### src/hdl/slipfr_pkg.sv
// ----------------------------------------------------------------------------
// slipfr_pkg
// Shared types and constants of the SLIP frame receiver: line codes, widths,
// controller state encoding and the controller/datapath interface structs.
// ----------------------------------------------------------------------------
`default_nettype none

package slipfr_pkg;

  localparam int unsigned DefFrameDepth = 64;
  localparam int unsigned ByteW         = 8;
  localparam int unsigned CountW        = 7;

  localparam logic [ByteW-1:0] SlipEnd    = 8'hC0;
  localparam logic [ByteW-1:0] SlipEsc    = 8'hDB;
  localparam logic [ByteW-1:0] SlipEscEnd = 8'hDC;
  localparam logic [ByteW-1:0] SlipEscEsc = 8'hDD;

  typedef enum logic [1:0] {
    StIdle,
    StRead,
    StShow
  } slipfr_state_e;

  // Controller to datapath
  typedef struct packed {
    logic take;     // raw byte accepted on the input channel
    logic rd_en;    // read the frame store at the replay pointer
    logic rd_next;  // advance the replay pointer
    logic clear;    // frame delivered: clear count, flag and pointer
  } slipfr_cmd_t;

  // Datapath to controller
  typedef struct packed {
    logic end_frame;  // input byte is END and the store holds bytes
    logic rd_last;    // replay pointer is on the last stored byte
  } slipfr_sts_t;

endpackage : slipfr_pkg

`default_nettype wire

### src/hdl/slipfr_dpath.sv
// ----------------------------------------------------------------------------
// slipfr_dpath
// Datapath: SLIP unescaping, escape flag, frame store with byte count, and
// the replay pointer with its registered read port.
// ----------------------------------------------------------------------------
`default_nettype none

module slipfr_dpath
  import slipfr_pkg::*;
#(
  parameter int unsigned FRAME_DEPTH = DefFrameDepth
) (
  input  wire                clk_i,
  input  wire                rst_ni,
  input  wire  [ByteW-1:0]   rx_byte_i,
  input  slipfr_cmd_t        cmd_i,
  output slipfr_sts_t        sts_o,
  output logic [ByteW-1:0]   frame_byte_o,
  output logic               frame_last_o,
  output logic [CountW-1:0]  frame_length_o
);

  localparam int unsigned IdxW = (FRAME_DEPTH > 1) ? $clog2(FRAME_DEPTH) : 1;
  localparam logic [CountW-1:0] DepthC = CountW'(FRAME_DEPTH);

  logic [ByteW-1:0]  mem_q [FRAME_DEPTH];
  logic [ByteW-1:0]  rd_data_q;
  logic [CountW-1:0] count_q, count_d;
  logic              esc_q, esc_d;
  logic [IdxW-1:0]   rd_idx_q, rd_idx_d;

  logic              is_end;
  logic [ByteW-1:0]  decoded;
  logic              store;
  logic              wr_en;

  assign is_end = (rx_byte_i == SlipEnd);

  always_comb begin
    decoded = rx_byte_i;
    store   = 1'b0;
    esc_d   = esc_q;
    if (cmd_i.take && !is_end) begin
      if (esc_q) begin
        esc_d = 1'b0;
        store = 1'b1;
        if (rx_byte_i == SlipEscEnd) begin
          decoded = SlipEnd;
        end else if (rx_byte_i == SlipEscEsc) begin
          decoded = SlipEsc;
        end
      end else if (rx_byte_i == SlipEsc) begin
        esc_d = 1'b1;
      end else begin
        store = 1'b1;
      end
    end
    if (cmd_i.clear) begin
      esc_d = 1'b0;
    end
  end

  // Drop bytes once the store is full
  assign wr_en = store && (count_q < DepthC);

  always_comb begin
    count_d = count_q;
    if (cmd_i.clear) begin
      count_d = '0;
    end else if (wr_en) begin
      count_d = count_q + CountW'(1);
    end
  end

  always_comb begin
    rd_idx_d = rd_idx_q;
    if (cmd_i.clear) begin
      rd_idx_d = '0;
    end else if (cmd_i.rd_next) begin
      rd_idx_d = rd_idx_q + IdxW'(1);
    end
  end

  always_ff @(posedge clk_i or negedge rst_ni) begin
    if (!rst_ni) begin
      count_q  <= '0;
      esc_q    <= 1'b0;
      rd_idx_q <= '0;
    end else begin
      count_q  <= count_d;
      esc_q    <= esc_d;
      rd_idx_q <= rd_idx_d;
    end
  end

  always_ff @(posedge clk_i) begin
    if (wr_en) begin
      mem_q[count_q[IdxW-1:0]] <= decoded;
    end
  end

  always_ff @(posedge clk_i) begin
    if (cmd_i.rd_en) begin
      rd_data_q <= mem_q[rd_idx_q];
    end
  end

  assign sts_o.end_frame = is_end && (count_q != '0);
  assign sts_o.rd_last   = (count_q == (CountW'(rd_idx_q) + CountW'(1)));

  assign frame_byte_o   = rd_data_q;
  assign frame_last_o   = sts_o.rd_last;
  assign frame_length_o = count_q;

endmodule : slipfr_dpath

`default_nettype wire

### src/hdl/slipfr_ctrl.sv
// ----------------------------------------------------------------------------
// slipfr_ctrl
// Controller: takes raw bytes while idle and sequences the frame replay,
// one store read and one output transaction per byte.
// ----------------------------------------------------------------------------
`default_nettype none

module slipfr_ctrl
  import slipfr_pkg::*;
(
  input  wire          clk_i,
  input  wire          rst_ni,
  input  wire          rx_valid_i,
  output logic         rx_ready_o,
  output logic         frame_valid_o,
  input  wire          frame_ready_i,
  input  slipfr_sts_t  sts_i,
  output slipfr_cmd_t  cmd_o
);

  slipfr_state_e state_q, state_d;

  always_ff @(posedge clk_i or negedge rst_ni) begin
    if (!rst_ni) begin
      state_q <= StIdle;
    end else begin
      state_q <= state_d;
    end
  end

  always_comb begin
    state_d       = state_q;
    cmd_o         = '0;
    rx_ready_o    = 1'b0;
    frame_valid_o = 1'b0;
    unique case (state_q)
      StIdle: begin
        rx_ready_o = 1'b1;
        if (rx_valid_i) begin
          cmd_o.take = 1'b1;
          if (sts_i.end_frame) begin
            state_d = StRead;
          end
        end
      end
      StRead: begin
        cmd_o.rd_en = 1'b1;
        state_d     = StShow;
      end
      StShow: begin
        frame_valid_o = 1'b1;
        if (frame_ready_i) begin
          if (sts_i.rd_last) begin
            cmd_o.clear = 1'b1;
            state_d     = StIdle;
          end else begin
            cmd_o.rd_next = 1'b1;
            state_d       = StRead;
          end
        end
      end
      default: begin
        state_d = StIdle;
      end
    endcase
  end

endmodule : slipfr_ctrl

`default_nettype wire

### src/hdl/slip_frame_receiver_top.sv
// ----------------------------------------------------------------------------
// slip_frame_receiver_top
// SLIP frame decoder: unescapes received line bytes into a frame store and
// replays a completed frame byte by byte when END arrives.
// ----------------------------------------------------------------------------
//
//   Channel  Direction  Handshake                      Payload
//   rx       in         rx_valid_i / rx_ready_o        rx_byte_i
//   frame    out        frame_valid_o / frame_ready_i  frame_byte_o, frame_last_o,
//                                                      frame_length_o
//
// A data, ESC, or empty-frame END byte is taken while idle. An END that closes
// a frame holds rx_ready_o low until its last byte is delivered, output stalls
// included: each byte is read on the store's registered read port (StRead) and
// then presented as a transaction (StShow).
// Reset clears the state machine, byte count, escape flag and replay pointer;
// the frame store itself is not cleared (only written entries are replayed).
// Stalls on frame_ready_i hold the presented byte; no input is taken meanwhile.
// ----------------------------------------------------------------------------
`default_nettype none

module slip_frame_receiver_top
  import slipfr_pkg::*;
#(
  parameter int unsigned FRAME_DEPTH = DefFrameDepth
) (
  input  wire                clk_i,
  input  wire                rst_ni,
  // received line bytes
  input  wire                rx_valid_i,
  output logic               rx_ready_o,
  input  wire  [ByteW-1:0]   rx_byte_i,
  // decoded frame bytes
  output logic               frame_valid_o,
  input  wire                frame_ready_i,
  output logic [ByteW-1:0]   frame_byte_o,
  output logic               frame_last_o,
  output logic [CountW-1:0]  frame_length_o
);

  slipfr_cmd_t cmd;
  slipfr_sts_t sts;

  // Sequence input transactions and frame replay
  slipfr_ctrl u_ctrl (
    .clk_i         (clk_i),
    .rst_ni        (rst_ni),
    .rx_valid_i    (rx_valid_i),
    .rx_ready_o    (rx_ready_o),
    .frame_valid_o (frame_valid_o),
    .frame_ready_i (frame_ready_i),
    .sts_i         (sts),
    .cmd_o         (cmd)
  );

  // Unescape, store and read back frame bytes
  slipfr_dpath #(
    .FRAME_DEPTH (FRAME_DEPTH)
  ) u_dpath (
    .clk_i          (clk_i),
    .rst_ni         (rst_ni),
    .rx_byte_i      (rx_byte_i),
    .cmd_i          (cmd),
    .sts_o          (sts),
    .frame_byte_o   (frame_byte_o),
    .frame_last_o   (frame_last_o),
    .frame_length_o (frame_length_o)
  );

endmodule : slip_frame_receiver_top

`default_nettype wire

### config.mk
export PLATFORM = sky130hd
export DESIGN_NAME = slip_frame_receiver_top
export DESIGN_NICKNAME = d
export VERILOG_FILES = /design/src/hdl/slipfr_pkg.sv /design/src/hdl/slipfr_dpath.sv /design/src/hdl/slipfr_ctrl.sv /design/src/hdl/slip_frame_receiver_top.sv
export SDC_FILE = /design/constraint.sdc
export NUM_CORES = 1
export LEC_CHECK = 0
export BUFFER_PORTS_ARGS = -buffer_cell sky130_fd_sc_hd__buf_2
export CORE_MARGIN = 3
export CORE_UTILIZATION = 62
export CTS_CLUSTER_DIAMETER = 150
export DETAILED_ROUTE_END_ITERATION = 10
export PLACE_DENSITY = 0.79
export SLEW_MARGIN = 20
export SYNTH_ARGS = -nofsm -noshare
export SYNTH_HDL_FRONTEND = slang
export SYNTH_SLANG_ARGS = --single-unit
### constraint.sdc
create_clock -name clk_i -period 4.2 [get_ports clk_i]
set_clock_uncertainty 0.05 [all_clocks]
set_input_delay 1.05 -clock clk_i [delete_from_list [all_inputs] [get_ports clk_i]]
set_output_delay 1.05 -clock clk_i [all_outputs]
set_load 0.02 [all_outputs]
# After elaboration in Yosys (flattened, before gate mapping)
# Memory sizes are Yosys's and may differ from the RTL's. A register that Yosys moved wholly into a read port is not among the register bits.
# Cells that the tools add are included.
[totals]
regBits = 16
ram_bits = 512
inputBits = 12
out_inout_bits = 18
elab_cells = 60
mem_count = 1
[op_classes]
n_addsub = 3
order_cmp = 1
eq_ne = 10
muxes = 31
n_reduce_logical = 10
[memory_table]
columns = ["memory", "words", "word_bits", "rd", "rd_clocked_by_memory_dff", "wr", "line_no", "text"]
rows = [
  ["u_dpath.mem_q", 64, 8, 1, 1, 1, "slipfr_dpath.sv:26", "logic [ByteW-1:0] mem_q [FRAME_DEPTH];"],
]
[op_table]
columns = ["op", "count"]
rows = [
  ["$eq A8 B8 Y1 const B", 4],
  ["$mux W8", 4],
  ["$mux W1", 17],
  ["$mux W7", 2],
  ["$mux W6", 2],
  ["$mux W2", 5],
  ["$add A6 B1 Y7 const B", 1],
  ["$add A7 B1 Y7 const B", 1],
  ["$eq A7 B7 Y1", 1],
  ["$lt A7 B7 Y1 const B", 1],
  ["$reduce_bool A7 Y1", 1],
  ["$add A6 B1 Y6 const B", 1],
  ["$ne A2 B2 Y1 const B", 3],
  ["$pmux W2 S3", 1],
  ["$reduce_bool A2 Y1", 3],
  ["$logic_and A1 B1 Y1", 3],
  ["$reduce_and A3 Y1", 1],
  ["$eq A2 B1 Y1 const B", 1],
  ["$eq A2 B2 Y1 const B", 1],
  ["$logic_not A2 Y1", 1],
  ["$logic_not A1 Y1", 1],
]

# Longest topological paths before layout
[logic_depth]
ltp_word = 7
depth_mapped = 9

# Cells and area by module
# Synthesis repeated with hierarchy kept, for this count alone.
[hier_totals]
hier_cells = 1031
area_unflattened_um2 = 21212.8
[by_module_without_submodules]
columns = ["module", "instances", "cells_per_inst", "area_each_um2"]
rows = [
  ["slipfr_dpath", 1, 1017, 21089.0],
  ["slipfr_ctrl", 1, 14, 123.9],
]

# Worst setup path after synthesis
# Ideal clock, no wire load.
[synth_timing]
path_type = "input to register"
start = "in rx_byte_i[5]"
end = "mem u_dpath.mem_q[0][1] (data pin)"
setup_ns = 0.530
t_arrival_ns = 3.368
slack_ns = 0.252
path_stages = 4
cell_sequence = "nand3b_1 nor4_1 nand2_1 o21bai_1"
[synth_via]
elab_chain_cells = 5
[synth_lines]
columns = ["element", "line_no", "text"]
rows = [
  ["from (decl)", "slip_frame_receiver_top.sv:32", "input wire [ByteW-1:0] rx_byte_i,"],
  ["$eq A8 B8 Y1", "slipfr_dpath.sv:49", "end else if (rx_byte_i == SlipEscEsc) begin"],
  ["$mux W8", "slipfr_dpath.sv:49", ""],
  ["$mux W8", "slipfr_dpath.sv:47", "if (rx_byte_i == SlipEscEnd) begin"],
  ["$mux W8", "slipfr_dpath.sv:44", "if (esc_q) begin"],
  ["$mux W8 (*)", "slipfr_dpath.sv:43", "if (cmd_i.take && !is_end) begin"],
  ["named net u_dpath.decoded[1]", "slipfr_dpath.sv:33", "logic [ByteW-1:0] decoded;"],
  ["to (decl)", "slipfr_dpath.sv:26", ""],
]
# Mark *: on every way through the listed nets, which the timed path passes. The rest lies on a longest branch.

# Worst setup path after layout
[layout_timing]
start = "reg u_dpath.rd_idx_q[0]"
end = "out frame_last_o"
[layout_via]
elab_chain_cells = 2
[layout_lines]
columns = ["element", "line_no", "text"]
rows = [
  ["from (decl)", "slipfr_dpath.sv:30", "logic [IdxW-1:0] rd_idx_q, rd_idx_d;"],
  ["from (signal assigned)", "slipfr_dpath.sv:92", "rd_idx_q <= rd_idx_d;"],
  ["$add A6 B1 Y7", "slipfr_dpath.sv:109", "assign sts_o.rd_last = (count_q == (CountW'(rd_idx_q) + CountW'(1)));"],
  ["$eq A7 B7 Y1", "slipfr_dpath.sv:109", ""],
  ["to (decl)", "slip_frame_receiver_top.sv:37", "output logic frame_last_o,"],
]
# No other way between the ends.

==> qor.yml <==
run_status:
  status: "finished, final reports clean"
setup_path:
  startpoint_type: "register"
  r2r_slack_ns: 1.00
  worstPathRequired_ns: 3.10
  r2r_end: "u_dpath.frame_byte_o[4]"
  critPathKind: "register to primary output"
  reg2reg_from: "u_dpath.rd_idx_q[0]"
  endpoint_kind: "primary output"
  crit_arrival_ns: 2.69
  worstRegToRegCells: 6
  critical_path.max_fanout: 25
die:
  rows: 67
  die-height_um: 191
  die_w_um: 191
  die-area_um2: 36500
  core_um2: 33600
  ios: 30
  start_util_pct: 63.2
timing:
  rsz0062_at_grt: "no"
  finalHoldViolations: 0
  tightest_slew_ns: 1.03
  fin_setup_tns_ns: 0
  fmax_mhz: 264
  fin_crit_ns: 3.79
  whs_ns: 0.358
  slew_viol_final: 0
  slew_headroom_pct: 31.4
  finalCritPeriodShare_pct: 90.1
  setup_viol: 0
logic_synthesis:
  synthMuxAreaShare_pct: 15.6
  yosys_register_bits: 536
  synth_nets: 1046
  synth-seq-area-share_pct: 75.4
  netlist_instances: 1031
  synth_top_area_share_pct: 73.5
  synth_edf_count: 520
  syn_area_um2: 21200
  ys.flop_type: "edfxtp_1"
  synth.distinct_cells: 53
  synth_area_leader_cell: "edfxtp_1"
  synthArstFlopShare_pct: 2.99
  synth.top_cells.by_area: "edfxtp_1, mux4_2, dfrtp_1"
  synth_top_family_by_area: "multiplexers"
  synth_xor_xnor_area_share_pct: 0.495
  yosys_warnings: 0
  postSynthAreaPerCell_um2: 20.6
  synth_compound_area_share_pct: 2.93
  yosys.area_share.simple_pct: 3.77
  synthAdderAreaFrac_pct: 0.177
power_and_ir_drop:
  p_leak_nw: 7.40
  p_seq_share_pct: 47.4
  ir_drop_mv: 0.375
  switchingPower_mw: 3.02
  pwr_density_cell_nw_per_um2: 528
  p_sw_share_pct: 24.0
  comb_power_share_pct: 17.0
  power_frac_clock_pct: 35.6
  p_int_mw: 9.57
route:
  drt_iter0_markers: 1218
  wl_per_cell_um: 29.2
  wirelength_um: 46800
  final_antenna_net_count: 0
  vias: 10700
  via_per_inst: 6.69
  route.detailed.drc: 0
  firstDrtPassIters: 5
clock_tree:
  cts_num_sinks: 536
  path_clk_slew_ns: 0.06
  clockRootBuffer: "clkbuf_16"
  cts.hold.buffers_added: 0
  htree_levels: 2
  cts_tree: "built"
  post-cts-setup-buffers: 0
  clk_path_buf_depth: 3
  clk_latency_ns: 0.57
  cts-resized-gates: 0
  cts_buffers: 51
cells_and_area:
  diodes: 0
  fill_cells: 1910
  final_nets: 1133
  multi_input_area_um2: 4900
  drive_gt1_share_pct: 28.1
  stdcell_count: 1603
  area_delta_synth_final_pct: 12.3
  regArea_um2: 16000
placement:
  port-buffer-count: 29
  dpl.hpwl_um: 27800
  place_congestion: 0.888
  dpl.cell_count: 1513
grt:
  grt-ovfl-total: 0
  grt_pass1_vias: 11000
  grt_first_pass_wirelength_um: 69800
  grt_antenna_before_repair: 0
  grt_usage_pct: 26.6
  grt_start_max_net_pins: 70
min_path:
  hp-class: "input port to asynchronous set/reset pin"
flow_run:
  drv_cap: 0
power groups by stage:
stage / registers (mW) / logic [mW] / clock network (mW)
global placement: 6.09 / 2.11 / 0
finish: 5.97 / 2.14 / 4.48
CTS: 5.98 / 2.16 / 4.54
global route: 5.98 / 2.28 / 4.75
floorplan: 6.02 / 1.68 / 0
detailed placement: 6.09 / 2.14 / 0
worst max-delay path, cell delays in order, from the launching register on:
cell and delay [ns]:
dfrtp_4 0.74, ha_1 0.32, nand4_1 0.13, xnor2_1 0.16, a211o_1 0.31, a211oi_2 0.26, buf_2 0.21
synth_stat cells, drive strengths merged, types with 9 or more instances:
library cell	count
edfxtp	520
mux4	136
nor2	70
buf	35
clkbuf	26
mux2i	26
nand2	20
a21oi	19
nand3	18
a22oi	17
dfrtp	16
nand3b	13
o21ai	13
xnor2	9
logic make-up after synthesis:
group	count (synthesis)
adders and majority gates	3
and+or+nand+nor	161
xor gates and xnor gates	12
muxes	162
DFF	536
AOI/OAI and AO/OA	89
buffers and inverters	68
state kept, by name (all words and copies together) (netlist names):
name                    count
u_dpath.mem_q             512
u_ctrl.state_q              2
u_dpath.rd_idx_q            6
u_dpath.frame_byte_o        8
u_dpath.frame_length_o      7
u_dpath.esc_q               1
worst max-delay path by stage:
stage / start / to / depth (start not counted)
3_5_place_dp: rx_valid_i / u_dpath.mem_q[19][1] / 6
3_3_place_gp: rx_valid_i / u_dpath.mem_q[17][5] / 6
6_report: u_dpath.rd_idx_q[0] / frame_last_o / 6
5_1_grt: u_dpath.rd_idx_q[0] / frame_last_o / 6
4_1_cts: u_dpath.rd_idx_q[0] / frame_last_o / 6
2_1_floorplan: rx_byte_i[5] / u_dpath.mem_q[0][1] / 4
stage by stage:
stage	instance area, um^2	total power [mW]	utilization (%)	setup WS, ns
after global routing	23800	13.0	70.9	0.220
after detailed placement	22200	8.23	66.1	0.585
after global placement	22200	8.19	66.1	0.662
after floorplan	21200	7.69	-	0.252
after CTS	23800	12.7	70.9	0.350
final	23800	12.6	70.9	0.414
final cells by class:
cell class / instances / area share [%]
clock inverters: 30 / 1.18
flip-flops and latches: 536 / 67.2
inverters: 7 / 0.110
clock buffers: 60 / 5.71
well taps: 448 / 2.35
repair buffers: 95 / 2.90
multi-input cells: 427 / 20.6
cells in the final DEF, fill, tap and decap left out, types with 5 or more instances in the layout:
cell	Yosys	layout
dfrtp_1	16	13
o21ai_0	13	13
nor2_1	70	70
mux2i_1	26	26
clkbuf_16	0	53
o221ai_1	8	8
edfxtp_1	520	520
clkinv_1	1	10
a22oi_1	16	16
xnor2_1	9	9
nand3b_1	13	13
nor2b_1	5	5
a221oi_1	8	8
clkbuf_1	24	6
a21oi_1	19	19
a21boi_0	8	8
buf_2	18	29
inv_1	6	6
mux4_2	136	136
clkinvlp_4	0	5
buf_4	11	62
bufinv_16	0	5
nand2_1	20	20
nor3_1	5	5
nand3_1	18	18
clkinv_2	0	10
routing by layer:
metal	vias up	routed length [um]	track usage [%]	share of wire, %
li1	4437	-	-	-
met1	5504	17400	37.3	37
met2	666	22600	41.1	48
met3	124	4870	6.62	10
met4	0	2040	10.7	4.4
met5	-	0	0	0
(Power assumes the default switching activity.)
